**src/rtl/apm_pkg.sv**
```systemverilog
package apm_pkg;

  // Scaling applied to coordinate differences before the rotations.
  localparam int GUARD_BITS = 26;

  // Vectors carried side by side through the rotation chain.
  localparam int NUM_VEC   = 3;
  localparam int VEC_START = 0;
  localparam int VEC_END   = 1;
  localparam int VEC_POINT = 2;

  // Configuration register indexes.
  localparam int            REG_INDEX_W      = 3;
  localparam logic [2:0]    REG_CENTER_X     = 3'd0;
  localparam logic [2:0]    REG_CENTER_Y     = 3'd1;
  localparam logic [2:0]    REG_START_X      = 3'd2;
  localparam logic [2:0]    REG_START_Y      = 3'd3;
  localparam logic [2:0]    REG_END_X        = 3'd4;
  localparam logic [2:0]    REG_END_Y        = 3'd5;
  localparam logic [2:0]    REG_CLOCKWISE    = 3'd6;

  // Per-request control that travels alongside the angle data.
  typedef struct packed {
    logic full_circle;
    logic clockwise;
  } flags_t;

  // atan(2^-i) in units of 2^-32 turn.
  function automatic logic [31:0] atan_turn32(input int idx);
    logic [31:0] t;
    case (idx & 31)
      0:  t = 32'h20000000;
      1:  t = 32'h12E4051E;
      2:  t = 32'h09FB385B;
      3:  t = 32'h051111D4;
      4:  t = 32'h028B0D43;
      5:  t = 32'h0145D7E1;
      6:  t = 32'h00A2F61E;
      7:  t = 32'h00517C55;
      8:  t = 32'h0028BE53;
      9:  t = 32'h00145F2F;
      10: t = 32'h000A2F98;
      11: t = 32'h000517CC;
      12: t = 32'h00028BE6;
      13: t = 32'h000145F3;
      14: t = 32'h0000A2FA;
      15: t = 32'h0000517D;
      16: t = 32'h000028BE;
      17: t = 32'h0000145F;
      18: t = 32'h00000A30;
      19: t = 32'h00000518;
      20: t = 32'h0000028C;
      21: t = 32'h00000146;
      22: t = 32'h000000A3;
      23: t = 32'h00000051;
      24: t = 32'h00000029;
      25: t = 32'h00000014;
      26: t = 32'h0000000A;
      27: t = 32'h00000005;
      28: t = 32'h00000003;
      29: t = 32'h00000001;
      30: t = 32'h00000001;
      default: t = 32'h00000000;
    endcase
    return t;
  endfunction

  // Table angle rounded half up to the given angle width.
  function automatic logic [31:0] table_angle(input int idx, input int bits);
    logic [32:0] t;
    logic [32:0] r;
    t = {1'b0, atan_turn32(idx)};
    if (bits >= 32) begin
      r = t;
    end else begin
      r = (t + (33'd1 << (32 - bits - 1))) >> (32 - bits);
    end
    return r[31:0];
  endfunction

endpackage

```
**src/rtl/apm_decide.sv**
```systemverilog
module apm_decide #(
  parameter int ANGLE_BITS = 16
) (
  input  logic                                         clk,
  input  logic                                         rst,
  input  logic                                         in_valid,
  input  apm_pkg::flags_t                              in_flags,
  input  logic [apm_pkg::NUM_VEC-1:0][ANGLE_BITS-1:0]  z_in,
  input  logic [apm_pkg::NUM_VEC-1:0]                  zero_in,
  output logic                                         done,
  output logic                                         on_arc
);
  import apm_pkg::*;

  localparam logic [ANGLE_BITS:0] TURN = {1'b1, {ANGLE_BITS{1'b0}}};

  logic [ANGLE_BITS:0] t1;
  logic [ANGLE_BITS:0] t2;
  logic [ANGLE_BITS:0] tx;
  logic [ANGLE_BITS:0] t2_wrap;
  logic [ANGLE_BITS:0] tx_wrap;
  logic                hit;

  // A vector at the center has angle zero.
  assign t1 = zero_in[VEC_START] ? '0 : {1'b0, z_in[VEC_START]};
  assign t2 = zero_in[VEC_END]   ? '0 : {1'b0, z_in[VEC_END]};
  assign tx = zero_in[VEC_POINT] ? '0 : {1'b0, z_in[VEC_POINT]};

  always_comb begin
    if (in_flags.clockwise) begin
      tx_wrap = (tx <= t1) ? tx + TURN : tx;
      t2_wrap = (t2 < t1)  ? t2 + TURN : t2;
      hit     = (tx_wrap >= t2_wrap);
    end else begin
      t2_wrap = (t2 <= t1) ? t2 + TURN : t2;
      tx_wrap = (tx < t1)  ? tx + TURN : tx;
      hit     = (tx_wrap <= t2_wrap);
    end
  end

  always_ff @(posedge clk) begin
    if (rst) begin
      done <= 1'b0;
    end else begin
      done <= in_valid;
    end
  end

  always_ff @(posedge clk) begin
    on_arc <= in_flags.full_circle | hit;
  end

  a_done_follows_valid: assert property (@(posedge clk) disable iff (rst)
    in_valid |=> done)
    else $error("result strobe missing after a valid request");

  a_full_circle_hits: assert property (@(posedge clk) disable iff (rst)
    in_valid && in_flags.full_circle |=> on_arc)
    else $error("full circle request did not report on_arc");

endmodule

```
**config.mk**
```make
export PLATFORM = sky130hd
export DESIGN_NAME = apm_decide
export DESIGN_NICKNAME = d
export VERILOG_FILES = /design/src/rtl/apm_pkg.sv /design/src/rtl/apm_decide.sv
export SDC_FILE = /design/constraint.sdc
export NUM_CORES = 1
export LEC_CHECK = 0
export BUFFER_PORTS_ARGS = -buffer_cell sky130_fd_sc_hd__buf_2
export CELL_PAD_IN_SITES_DETAIL_PLACEMENT = 1
export CELL_PAD_IN_SITES_GLOBAL_PLACEMENT = 1
export CORE_MARGIN = 8
export CORE_UTILIZATION = 36
export DETAILED_ROUTE_END_ITERATION = 6
export PLACE_DENSITY = 0.81
export SETUP_SLACK_MARGIN = 0.4
export SYNTH_ARGS = -nofsm -noshare
export SYNTH_HDL_FRONTEND = slang
export SYNTH_SLANG_ARGS = --single-unit
export TNS_END_PERCENT = 30
```
**constraint.sdc**
```tcl
create_clock -name clk -period 3.4 [get_ports clk]
set_input_delay 0.34 -clock clk [delete_from_list [all_inputs] [get_ports clk]]
set_output_delay 0.34 -clock clk [all_outputs]
set_load 0.1 [all_outputs]
```
==> PnR_summary.wiki <==
{| class="wikitable"
! Metric !! Value
|-
| Outcome || finished, final reports clean
|-
| Tcrit/Tclk final || 82.3%
|-
| Depth of the CTS H-tree || 1
|-
| Clock buffers created by TritonCTS || 3
|-
| Overall die width || 82.5 um
|-
| Via count || 1695
|-
| Worst path required time || 3.48 ns
|-
| Cell-by-cell trace of the critical path || buf_2, and2b_2, ha_1, a21o_1, a21o_1, a21oi_1, o221ai_1, a21o_1, ha_1, nor3b_1, nand3_1, o2bb2ai_1, a21oi_2
|-
| Count of state elements after synthesis || 2
|-
| First-pass iteration count of the detailed router || 4
|-
| Final-report max-slew violation count || 0
|-
| Gr ovfl total || 0
|-
| Arrival time at the worst endpoint || 2.88 ns
|-
| Number of nets produced by synthesis || 312
|-
| Hold Path Class || input pin to flop
|-
| Worst path max stage delay || 0.31 ns
|-
| Tightest slew margin relative to the limit || 67.4%
|-
| Detailed-route DRC error count || 0
|-
| Crit-path slowest cell || sky130_fd_sc_hd__ha_1
|-
| Maximum net fanout on the critical path || 17
|-
| Post-Synthesis Cells || 209
|-
| Vias in the first global route || 1915
|-
| Clock sink count || 2
|-
| Ports || 58
|-
| Top cell family by delay on the critical path || compound AO/OA/AOI/OAI gates
|-
| Dominant synthesized flop cell || sky130_fd_sc_hd__dfxtp_1
|-
| Antenna violations before repair || 0
|-
| Total core area || 0.00429 mm2
|-
| Count of max-cap constraint violations || 0
|-
| Number of synthesis warnings || 0
|-
| Synth area leaders || sky130_fd_sc_hd__ha_1 (37%), sky130_fd_sc_hd__nand2b_1 (9.8%), sky130_fd_sc_hd__nor2b_1 (8.3%)
|-
| Number of synthesized flops with an enable pin || 0
|-
| CP bufs+invs || 1
|-
| CTS root buf || sky130_fd_sc_hd__clkbuf_8
|-
| Filler cell count || 563
|-
| Clock Pin Slew Worst Setup and Hold Paths || 0.03 ns
|-
| Area growth from synthesis to layout || 24.1%
|-
| Mean Syn Cell Area || 7.61 um2
|-
| Initial Util || 37.1%
|-
| Total Neg Setup Slack || 0 ns
|-
| Total Routing Usage GR || 14.9%
|-
| Number of nets in the finished design || 371
|-
| CP dominant cell by count || sky130_fd_sc_hd__a21o_1
|-
| Fraction of synthesized cell area taken by the top area cell type || 36.9%
|-
| Worst supply voltage drop on vdd || 0.269 mV
|-
| Number of library cell types mapped by synthesis || 37
|-
| Startpoint type of the worst setup path || input pin
|-
| Residual antenna-violating net count after detailed routing || 0
|-
| Area of the die || 0.00680 mm2
|-
| Least-Margin Pin Slew || 0.492 ns
|-
| Height of the die || 82.5 um
|-
| Async set-or-reset flop fraction in the synthesized netlist || 0%
|-
| Total design power || 0.000403 W
|-
| Antenna diode instance count || 0
|-
| Final weighted congestion in routability-driven placement || 0.854
|-
| Wire length of the first global-routing pass || 8230 um
|-
| Setup-failing EPs final || 0
|-
| Average detailed-routed wire length per instance || 15.4 um
|-
| Post-detailed-placement half-perimeter wirelength || 4420 um
|-
| Crit Path Class || input pin to flop
|-
| Wire length after detailed routing || 4880 um
|-
| Cell area after technology mapping || 0.00159 mm2
|-
| Number of buffers added on ports || 57
|-
| Worst-case clock buffer depth || 2
|-
| Setup repair after global routing missed its margin || no
|-
| Biggest area consumer among synthesized cells || sky130_fd_sc_hd__ha_1
|-
| Maximum number of pins on one net before global-route repair || 18
|-
| Power per standard cell area || 204 mW/mm2
|-
| Leakage power summed over all cells || 1.08 nW
|-
| Critical path capture point type || flop
|-
| CTS hold repair buffers || 0
|-
| # rows || 24
|-
| Post-DR vias/cell || 5.33
|-
| Hold Vio Cnt, Final || 0
|-
| Fraction of final layout cells sized beyond drive strength 1 || 26.7%
|-
| Starting DRC count in detailed routing || 22
|-
| Final core utilization || 46.0%
|-
| TritonCTS clock tree || done
|-
| Highest attainable clock frequency || 358 MHz
|-
| Sequential cell area fraction in the yosys report || 2.52%
|-
| Minimum clock period after layout || 2.80 ns
|}
[power breakdown]
part	internal, W	leakage (nW)	total [W]	switching, W
sequential	0.0000271	0.0167	0.0000279	0.000000781
clock	0.0000747	0.0216	0.0000912	0.0000165
combinational	0.000127	1.05	0.000284	0.000157
[Yosys cell counts (all sizes together) (2+ instances only)]
cell / instances
nand3: 2
o21ai: 6
o21a: 3
a21oi: 15
clkbuf: 3
dfxtp: 2
and2b: 6
o221ai: 2
inv: 19
nand4: 7
xnor2: 2
nor2: 5
and4: 2
nand2b: 25
nor3: 2
nor2b: 22
a21o: 14
ha: 47
nand2: 10
nor3b: 2
[sequential cells by signal (all words and copies together) (netlist names)]
| name | cells |
|---|---|
| done | 1 |
| on_arc | 1 |
[area by class of cell]
class                           count  area, um2  area share, %
Tap cell                           52       65.1           3.30
Clock buffer                        3       41.3           2.09
Sequential cell                     2       40.0           2.03
Multi-Input combinational cell    185       1470           74.5
Timing Repair Buffer               57        285           14.4
Inverter                           19       71.3           3.61
[layout by cell type (no fill, tap or decap), drive strengths merged]
cell / count
o21ai: 6
nand2: 10
a21oi: 15
nor4: 1
a211o: 1
nand4b: 1
maj3: 1
o2bb2ai: 1
nor2: 5
o2111ai: 1
inv: 19
nor3b: 2
a31oi: 1
and3: 1
nand4: 7
o21a: 3
a2111oi: 1
buf: 57
and2b: 6
a21o: 14
and4: 2
ha: 47
and4b: 1
clkbuf: 3
o221ai: 2
nor3: 2
nand3: 2
nand3b: 1
a31o: 1
xnor2: 2
nand2b: 25
a211oi: 1
dfxtp: 2
nor2b: 22
[per-stage QoR]
stage / instances / hold slack [ns] / cell area, um2 / setup slack (ns)
2_1_floorplan: 209 / 0.412 / 1590 / 0.776
3_3_place_gp: 315 / 0.495 / 1930 / 0.506
3_5_place_dp: 315 / 0.502 / 1930 / 0.377
4_1_cts: 318 / 0.289 / 1970 / 0.596
5_1_grt: 318 / 0.286 / 1970 / 0.426
6_report: 318 / 0.291 / 1970 / 0.603
[cell families after synthesis]
group / share of synthesized area [%]
compound gates: 19.7
flops: 2.52
xor+xnor: 1.10
fa+ha+maj: 37.6
buf+inv: 5.19
simple gates: 34.0
[worst paths after layout]
path | startpoint | endpoint | slack [ns] | cells past startpoint
max | zero_in[1] | on_arc$_DFF_P_ | 0.60 | 13
min | rst | done$_SDFF_PP0_ | 0.29 | 2
[layer usage]
layer | up-vias | track usage, % | share of wire [%]
met2 | 34 | 29.1 | 53
met1 | 791 | 16.5 | 41
li1 | 866 | - | -
met4 | 0 | 1.72 | 0.74
met3 | 4 | 2.71 | 5.3
met5 | - | 0 | 0
[what timing repair did]
item | 4_1_cts | 5_1_grt
buffers inserted | 0 | 0
endpoints found under the hold margin | 0 | 0
resized for setup | 0 | 1
setup endpoints to repair | 0 | 1
Note: power is estimated with default switching activity, not from simulation.
