--- src/rtl/apm_pkg.sv ---
package apm_pkg;

  // Scaling applied to coordinate differences before the rotations.
  localparam int GUARD_BITS = 26;

  // Vectors carried side by side through the rotation chain.
  localparam int NUM_VEC   = 3;
  localparam int VEC_START = 0;
  localparam int VEC_END   = 1;
  localparam int VEC_POINT = 2;

  // Configuration register indexes.
  localparam int            REG_INDEX_W      = 3;
  localparam logic [2:0]    REG_CENTER_X     = 3'd0;
  localparam logic [2:0]    REG_CENTER_Y     = 3'd1;
  localparam logic [2:0]    REG_START_X      = 3'd2;
  localparam logic [2:0]    REG_START_Y      = 3'd3;
  localparam logic [2:0]    REG_END_X        = 3'd4;
  localparam logic [2:0]    REG_END_Y        = 3'd5;
  localparam logic [2:0]    REG_CLOCKWISE    = 3'd6;

  // Per-request control that travels alongside the angle data.
  typedef struct packed {
    logic full_circle;
    logic clockwise;
  } flags_t;

  // atan(2^-i) in units of 2^-32 turn.
  function automatic logic [31:0] atan_turn32(input int idx);
    logic [31:0] t;
    case (idx & 31)
      0:  t = 32'h20000000;
      1:  t = 32'h12E4051E;
      2:  t = 32'h09FB385B;
      3:  t = 32'h051111D4;
      4:  t = 32'h028B0D43;
      5:  t = 32'h0145D7E1;
      6:  t = 32'h00A2F61E;
      7:  t = 32'h00517C55;
      8:  t = 32'h0028BE53;
      9:  t = 32'h00145F2F;
      10: t = 32'h000A2F98;
      11: t = 32'h000517CC;
      12: t = 32'h00028BE6;
      13: t = 32'h000145F3;
      14: t = 32'h0000A2FA;
      15: t = 32'h0000517D;
      16: t = 32'h000028BE;
      17: t = 32'h0000145F;
      18: t = 32'h00000A30;
      19: t = 32'h00000518;
      20: t = 32'h0000028C;
      21: t = 32'h00000146;
      22: t = 32'h000000A3;
      23: t = 32'h00000051;
      24: t = 32'h00000029;
      25: t = 32'h00000014;
      26: t = 32'h0000000A;
      27: t = 32'h00000005;
      28: t = 32'h00000003;
      29: t = 32'h00000001;
      30: t = 32'h00000001;
      default: t = 32'h00000000;
    endcase
    return t;
  endfunction

  // Table angle rounded half up to the given angle width.
  function automatic logic [31:0] table_angle(input int idx, input int bits);
    logic [32:0] t;
    logic [32:0] r;
    t = {1'b0, atan_turn32(idx)};
    if (bits >= 32) begin
      r = t;
    end else begin
      r = (t + (33'd1 << (32 - bits - 1))) >> (32 - bits);
    end
    return r[31:0];
  endfunction

endpackage

--- src/rtl/apm_cell.sv ---
module apm_cell #(
  parameter int XW         = 45,
  parameter int ANGLE_BITS = 16,
  parameter int STAGE      = 0
) (
  input  logic                                         clk,
  input  logic                                         rst,
  input  logic                                         in_valid,
  input  apm_pkg::flags_t                              in_flags,
  input  logic [apm_pkg::NUM_VEC-1:0][XW-1:0]          x_in,
  input  logic [apm_pkg::NUM_VEC-1:0][XW-1:0]          y_in,
  input  logic [apm_pkg::NUM_VEC-1:0][ANGLE_BITS-1:0]  z_in,
  input  logic [apm_pkg::NUM_VEC-1:0]                  zero_in,
  output logic                                         out_valid,
  output apm_pkg::flags_t                              out_flags,
  output logic [apm_pkg::NUM_VEC-1:0][XW-1:0]          x_out,
  output logic [apm_pkg::NUM_VEC-1:0][XW-1:0]          y_out,
  output logic [apm_pkg::NUM_VEC-1:0][ANGLE_BITS-1:0]  z_out,
  output logic [apm_pkg::NUM_VEC-1:0]                  zero_out
);
  import apm_pkg::*;

  localparam logic [31:0] ANG32 = table_angle(STAGE, ANGLE_BITS);
  localparam logic [ANGLE_BITS-1:0] ANG = ANG32[ANGLE_BITS-1:0];

  logic [NUM_VEC-1:0][XW-1:0]         x_next;
  logic [NUM_VEC-1:0][XW-1:0]         y_next;
  logic [NUM_VEC-1:0][ANGLE_BITS-1:0] z_next;

  // One micro-rotation per vector: rotate toward the x axis.
  for (genvar v = 0; v < NUM_VEC; v++) begin : g_vec
    logic [XW-1:0] xs;
    logic [XW-1:0] ys;
    assign xs = $signed(x_in[v]) >>> STAGE;
    assign ys = $signed(y_in[v]) >>> STAGE;
    always_comb begin
      if (!y_in[v][XW-1]) begin
        x_next[v] = x_in[v] + ys;
        y_next[v] = y_in[v] - xs;
        z_next[v] = z_in[v] + ANG;
      end else begin
        x_next[v] = x_in[v] - ys;
        y_next[v] = y_in[v] + xs;
        z_next[v] = z_in[v] - ANG;
      end
    end
  end

  always_ff @(posedge clk) begin
    if (rst) begin
      out_valid <= 1'b0;
    end else begin
      out_valid <= in_valid;
    end
  end

  always_ff @(posedge clk) begin
    out_flags <= in_flags;
    x_out     <= x_next;
    y_out     <= y_next;
    z_out     <= z_next;
    zero_out  <= zero_in;
  end

endmodule

--- config.mk ---
export PLATFORM = sky130hd
export DESIGN_NAME = apm_cell
export DESIGN_NICKNAME = d
export VERILOG_FILES = /design/src/rtl/apm_pkg.sv /design/src/rtl/apm_cell.sv
export SDC_FILE = /design/constraint.sdc
export NUM_CORES = 1
export LEC_CHECK = 0
export BUFFER_PORTS_ARGS = -buffer_cell sky130_fd_sc_hd__buf_2
export CELL_PAD_IN_SITES_DETAIL_PLACEMENT = 0
export CELL_PAD_IN_SITES_GLOBAL_PLACEMENT = 2
export CORE_ASPECT_RATIO = 0.75
export CORE_MARGIN = 8
export CORE_UTILIZATION = 29
export CTS_BUF_LIST = sky130_fd_sc_hd__clkbuf_8
export CTS_CLUSTER_DIAMETER = 150
export DETAILED_ROUTE_END_ITERATION = 7
export PLACE_DENSITY_LB_ADDON = 0.12
export RECOVER_POWER = 50
export SLEW_MARGIN = 20
export SYNTH_ARGS = -nofsm -noshare
export SYNTH_HDL_FRONTEND = slang
export SYNTH_SLANG_ARGS = --single-unit
--- constraint.sdc ---
create_clock -name clk -period 3.2 [get_ports clk]
set_input_delay 0.64 -clock clk [delete_from_list [all_inputs] [get_ports clk]]
set_output_delay 0.64 -clock clk [all_outputs]
set_load 0.02 [all_outputs]
==> impl_metrics.env, run 1 <==
export IMPL_synth_seq_cells=321
export IMPL_power_mw=20.4
export IMPL_use_met3_pct=4.84
export IMPL_num_io_pins=650
export IMPL_drive_above_1_share_pct=35.7
export IMPL_grt_pass1_wl_um=229000
export IMPL_clk_pin_slew_ps=60
export IMPL_cts_buffer_depth=3
export IMPL_fin_ws_ps=58.6
export IMPL_finalCriticalPeriod_ps=3140
export IMPL_portBuffers=649
export IMPL_drc=0
export IMPL_syn_num_nets=4780
export IMPL_synthDistinctLibCells=87
export IMPL_worstPathRequired_ps=3800
export IMPL_grt_pass1_vias=35700
export IMPL_final_max_slew_viol_count=74
export IMPL_rsz0062_at_grt="yes"
export IMPL_grt_use_met2_pct=38.6
export IMPL_status="complete, but fails checks"
export IMPL_track_usage_pct=25.7
export IMPL_synthTopCellsByArea="dfxtp_1 (21%), ha_1 (16%), a21oi_1 (8.7%)"
export IMPL_die_area_um2=116000
export IMPL_synth_yosys_seq_area_share_pct=21.1
export IMPL_synthFlopType="dfxtp_1"
export IMPL_max_freq_mhz=318
export IMPL_gp_congestion=0.959
export IMPL_gr_usage_met1_pct=38.2
export IMPL_synth_edf_count=0
export IMPL_area_growth_pct=53.0
export IMPL_start_kind="input pin"
export IMPL_syn_inst=4046
export IMPL_wl_um=158000
export IMPL_min_period_over_period_pct=98.2
export IMPL_combPwrFrac_pct=49.4
export IMPL_slew_headroom_pct=-2.16
export IMPL_drt_first_pass_iters=6
export IMPL_die_y_um=297
export IMPL_overflow=0
export IMPL_power_switching_mw=8.28
export IMPL_seq_power_share_pct=25.6
export IMPL_core_um2=105000
export IMPL_clk_root_buffer_cell="clkbuf_8"
export IMPL_vdd_drop_max_mv=0.487
export IMPL_async_flop_share_pct=0
export IMPL_yosys_area_top_type="dfxtp_1"
export IMPL_worstSetupPathType="in -> reg"
export IMPL_worstPathMaxFanout=3
export IMPL_tightest_slew_ps=1530
export IMPL_setup_viol=0
export IMPL_p_per_area_nw_per_um2=438
export IMPL_antenna_found_initial=37
export IMPL_hold_class="in -> reg"
export IMPL_p_int_mw=12.1
export IMPL_hold_viol=0
export IMPL_cts_sinks=321
export IMPL_clock_power_share_pct=25.0
export IMPL_initial_core_util_pct=29.1
export IMPL_arrival_ps=3740
export IMPL_synth_area_um2=30400
export IMPL_pre_cts_slack_ps=-870
export IMPL_power_leakage_nw=23.5
export IMPL_vias_per_cell=4.97
export IMPL_fp_row_count=103
export IMPL_fp_dieW_um=390
export IMPL_numCtsBuffers=59
export IMPL_avgRoutedWirePerCell_um=21.4
export IMPL_drt_iter0_markers=3193
export IMPL_synth_avg_cell_area_um2=7.52
export IMPL_drv_cap=1
export IMPL_switching_share_pct=40.6
export IMPL_whs_path_depth=2
export IMPL_dp_hpwl_um=135000
export IMPL_vias=36600
export IMPL_synth_top_cell_area_share_pct=21.1
export IMPL_antenna_left=0
export IMPL_grt_busiest_layer="met2"
export IMPL_grt_start_max_net_pins=74
export IMPL_synth_warnings=0
export IMPL_crit_path_end_kind="register"
export IMPL_tritoncts="done"
export IMPL_final_common_cell="buf_4"
export IMPL_nets=6620
export IMPL_cts_htree_levels=2
export IMPL_violations="capacitance limit, slew limit"
export IMPL_final_cell_mix="buf_4 (1266), buf_2 (643), a21oi_1 (525), inv_1 (420), ha_1 (391)"
-- power by group through the flow --
stage | registers, mW | clock network (mW) | logic [mW]
after detailed placement | 5.31 | 0 | 9.87
final | 5.22 | 5.10 | 10.1
after global placement | 5.31 | 0 | 9.91
after global routing | 5.28 | 5.46 | 10.8
after floorplan | 6.29 | 0 | 3.76
after CTS | 5.24 | 5.29 | 9.98
-- logic make-up after synthesis --
logic type | synth area share (%)
AND/OR/NAND/NOR | 15.0
multiplexers | 2.29
buffers and inverters | 7.80
XOR/XNOR | 7.54
flip-flops | 21.1
AO/OA/AOI/OAI | 29.2
adder cells (fa/ha/maj) | 17.1
-- layout make-up --
type | instances | area (um2)
Tap cell | 1417 | 1770
Clock buffer | 71 | 977
Fill cell | 11000 | 58100
Inverter | 429 | 1610
Clock inverter | 41 | 522
Multi-Input combinational cell | 3104 | 21900
Sequential cell | 321 | 6430
Antenna cell | 19 | 47.5
Timing Repair Buffer | 1971 | 13300
-- flip-flops by register name, summed over array words and instances (netlist names) --
| signal | cells |
|---|---|
| out_valid | 1 |
| out_flags | 2 |
| z_out | 48 |
| zero_out | 3 |
| y_out | 135 |
| x_out | 132 |
-- per-stage QoR --
stage          cells  utilization, %  hold WS [ps]  cell area [um2]  setup TNS (ps)
6_report        7373            44.5           101            46600               0
5_1_grt         7361            44.5          51.3            46600            -276
4_1_cts         7352            44.3          14.5            46300               0
3_5_place_dp    7196            42.4           744            44400          -79430
3_3_place_gp    7196            42.4           742            44400          -78050
2_1_floorplan   4046               -           668            30500               0
-- synthesized netlist by cell type, types with 13 or more instances --
library cell  number
clkbuf_1         132
nand4_1           67
a2111oi_0         13
dfxtp_1          321
mux2i_1           64
clkinv_1          16
o211ai_1          30
xor2_1            29
and3_1            20
nand2b_1          37
nor2b_1           45
or3_1             25
nor4_1            33
buf_1             36
nand3_1           56
nor3_1            85
o221ai_1          15
a21o_1           111
xnor2_1          233
buf_2             20
o31ai_1           42
nor2_1           339
o21a_1            37
a31oi_1           44
nand2_1          182
a211oi_1          46
a221o_1           14
o21ai_0          271
or2_2             19
inv_1            413
ha_1             396
o21bai_1          97
a21oi_1          527
-- critical path, cell delays in order --
cell and delay, ps:
buf_2 100, inv_1 50, ha_1 300, clkbuf_4 140
nor2b_1 160, o31ai_4 310, a31oi_2 160, a21o_2 320
a2111oi_2 370, buf_4 210, o21ai_0 150, a221oi_2 320
buf_4 180, o211a_1 140, a21oi_1 50, xnor2_1 140
-- worst paths after layout --
kind | startpoint | to
hold / removal | rst | out_valid$_SDFF_PP0_
setup / recovery | x_in[46] | x_out[86]$_DFF_P_
-- routing by layer --
| metal | routed length [um] | vias to the layer above |
|---|---|---|
| met5 | 55 | - |
| met1 | 76700 | 17200 |
| li1 | - | 17900 |
| met3 | 11900 | 155 |
| met4 | 3240 | 10 |
| met2 | 65800 | 1274 |
-- what timing repair did --
item,in CTS,in global routing
gates resized for setup,3,45
endpoints found under the setup margin,6,55
hold endpoints to repair,44,0
buffers inserted,0,2
pin swaps,0,5
hold buffers,44,0
No activity file was read; power rests on OpenSTA's default activity.
==> run 2: changes to the inputs <==
CORE_MARGIN = unset   (was 8)
HOLD_SLACK_MARGIN = 0.02   (was unset)
==> run 2 against run 1 <==
Compared with the run above:
- the run now ends clean
- global-route usage grew 1.8 points
- largest power group unchanged
- combinational power is essentially flat
- routed wire length shrank 2.6%
==> impl_metrics.env, run 2 (synthesis results as in run 1) <==
export IMPL_status="finished, final reports clean"
export IMPL_cts_htree_levels=2
export IMPL_rsz0062_at_grt="no"
export IMPL_avgRoutedWirePerCell_um=21.1
export IMPL_combPwrFrac_pct=50.4
export IMPL_nets=6561
export IMPL_drt_first_pass_iters=5
export IMPL_core_um2=104000
export IMPL_switching_share_pct=42.0
export IMPL_drt_iter0_markers=2887
export IMPL_setup_viol=0
export IMPL_slew_headroom_pct=18.5
export IMPL_final_max_slew_viol_count=0
export IMPL_area_growth_pct=49.9
export IMPL_final_cell_mix="buf_4 (1195), a21oi_1 (524), inv_1 (427), buf_2 (412), ha_1 (391)"
export IMPL_final_cell_count_no_fill=7294
export IMPL_worstPathRequired_ps=3790
export IMPL_final_common_cell="buf_4"
export IMPL_power_switching_mw=8.19
export IMPL_worstSetupPathType="in -> reg"
export IMPL_antenna_left=0
export IMPL_drc=0
export IMPL_drive_above_1_share_pct=30.8
export IMPL_hold_ws_ps=108
export IMPL_grt_pass1_vias=34800
export IMPL_die_y_um=283
export IMPL_worstPathMaxFanout=5
export IMPL_overflow=0
export IMPL_hold_viol=0
export IMPL_crit_path_end_kind="register"
export IMPL_seq_power_share_pct=26.8
export IMPL_clk_pin_slew_ps=60
export IMPL_p_per_area_nw_per_um2=427
export IMPL_num_io_pins=650
export IMPL_top_register="y_out"
export IMPL_max_freq_mhz=318
export IMPL_cts_sinks=321
export IMPL_arrival_ps=3740
export IMPL_dp_cells=7118
export IMPL_fp_dieW_um=376
export IMPL_dp_hpwl_um=130000
export IMPL_hold_class="in -> reg"
export IMPL_min_period_over_period_pct=98.4
export IMPL_tritoncts="done"
export IMPL_drv_cap=0
export IMPL_cts_buffer_depth=3
export IMPL_grt_start_max_net_pins=122
export IMPL_die_area_um2=106000
export IMPL_initial_core_util_pct=29.4
export IMPL_start_kind="input pin"
export IMPL_portBuffers=649
export IMPL_vdd_drop_max_mv=0.307
export IMPL_fp_row_count=102
export IMPL_grt_pass1_wl_um=222000
export IMPL_wl_um=154000
export IMPL_clk_root_buffer_cell="clkbuf_8"
export IMPL_top_regs="y_out x135, x_out x132, z_out x48"
export IMPL_gp_congestion=0.954
export IMPL_tightest_slew_ps=1220
export IMPL_clock_power_share_pct=22.8
export IMPL_vias=36500
export IMPL_power_leakage_nw=22.4
export IMPL_finalCriticalPeriod_ps=3150
export IMPL_p_int_mw=11.3
export IMPL_antenna_found_initial=34
export IMPL_numCtsBuffers=61
export IMPL_track_usage_pct=27.5
export IMPL_largest_reg_flops=135
export IMPL_vias_per_cell=5.01
## run 2: cell types whose count changed in the layout (fill, tap and decap cells not counted), sizes merged
cell	change
clkinvlp	-4
inv	+5
clkinv	+1
buf	-301
diode	-4
clkbuf	+243
dlygate4sd3	+3
bufinv	-9
## run 2: worst max-delay path: stages
cell and delay [ps]:
buf_2 100, inv_1 40, ha_1 330, buf_4 160, clkinv_1 160, a21oi_1 240, o31ai_1 130, a311oi_1 490
o31ai_1 110, buf_4 170, o311ai_4 450, o211ai_1 190, o21ai_1 230, o41ai_1 120, xnor2_1 140
## run 2: final cells by class
class | count | area, um2
fill | 11100 | 58000
multi-input combinational | 3104 | 21900
timing repair buffer | 1910 | 12600
sequential | 321 | 6430
tap | 1404 | 1760
inverter | 429 | 1610
clock buffer | 77 | 1060
clock inverter | 34 | 246
antenna | 15 | 37.5
## run 2: through the flow
| stage | setup WS, ps | util [%] | area [um2] | setup TNS, ps | power, mW |
|---|---|---|---|---|---|
| 3_3_place_gp | -904 | 42.4 | 43900 | -78450 | 15.1 |
| 2_1_floorplan | 3.90 | - | 30500 | 0 | 10.0 |
| 5_1_grt | 3.73 | 44.0 | 45600 | 0 | 20.6 |
| 4_1_cts | -2.55 | 44.1 | 45700 | -2.55 | 19.7 |
| 3_5_place_dp | -901 | 42.4 | 43900 | -78860 | 15.0 |
| 6_report | 51.7 | 44.0 | 45600 | 0 | 19.5 |
## run 2: worst paths after layout
kind | slack [ps] | from | depth (start not counted) | to
worst max-delay path | 50 | x_in[109] | 15 | y_out[132]$_DFF_P_
worst min-delay path | 110 | z_in[45] | 2 | z_out[45]$_DFF_P_
## run 2: repair_timing
action | CTS | global route
gates resized for setup | 7 | 38
setup endpoints to repair | 9 | 44
pin swaps | 4 | 8
hold endpoints to repair | 47 | 0
buffers inserted | 1 | 2
hold buffers | 47 | 0
gates cloned | 0 | 0
## run 2: metal layers
layer	wire length, um	global-route usage, %	share of wire (%)
met1	76900	42.0	50
met2	63300	40.7	41
met3	10500	3.86	6.8
met4	2880	4.96	1.9
met5	23	0	0.015
## run 2: power groups by stage
stage	Sequential, mW	Clock [mW]	Combinational (mW)
global route	5.30	4.80	10.5
global placement	5.29	0	9.79
floorplan	6.29	0	3.76
CTS	5.22	4.65	9.86
detailed placement	5.29	0	9.75
finish	5.23	4.45	9.82
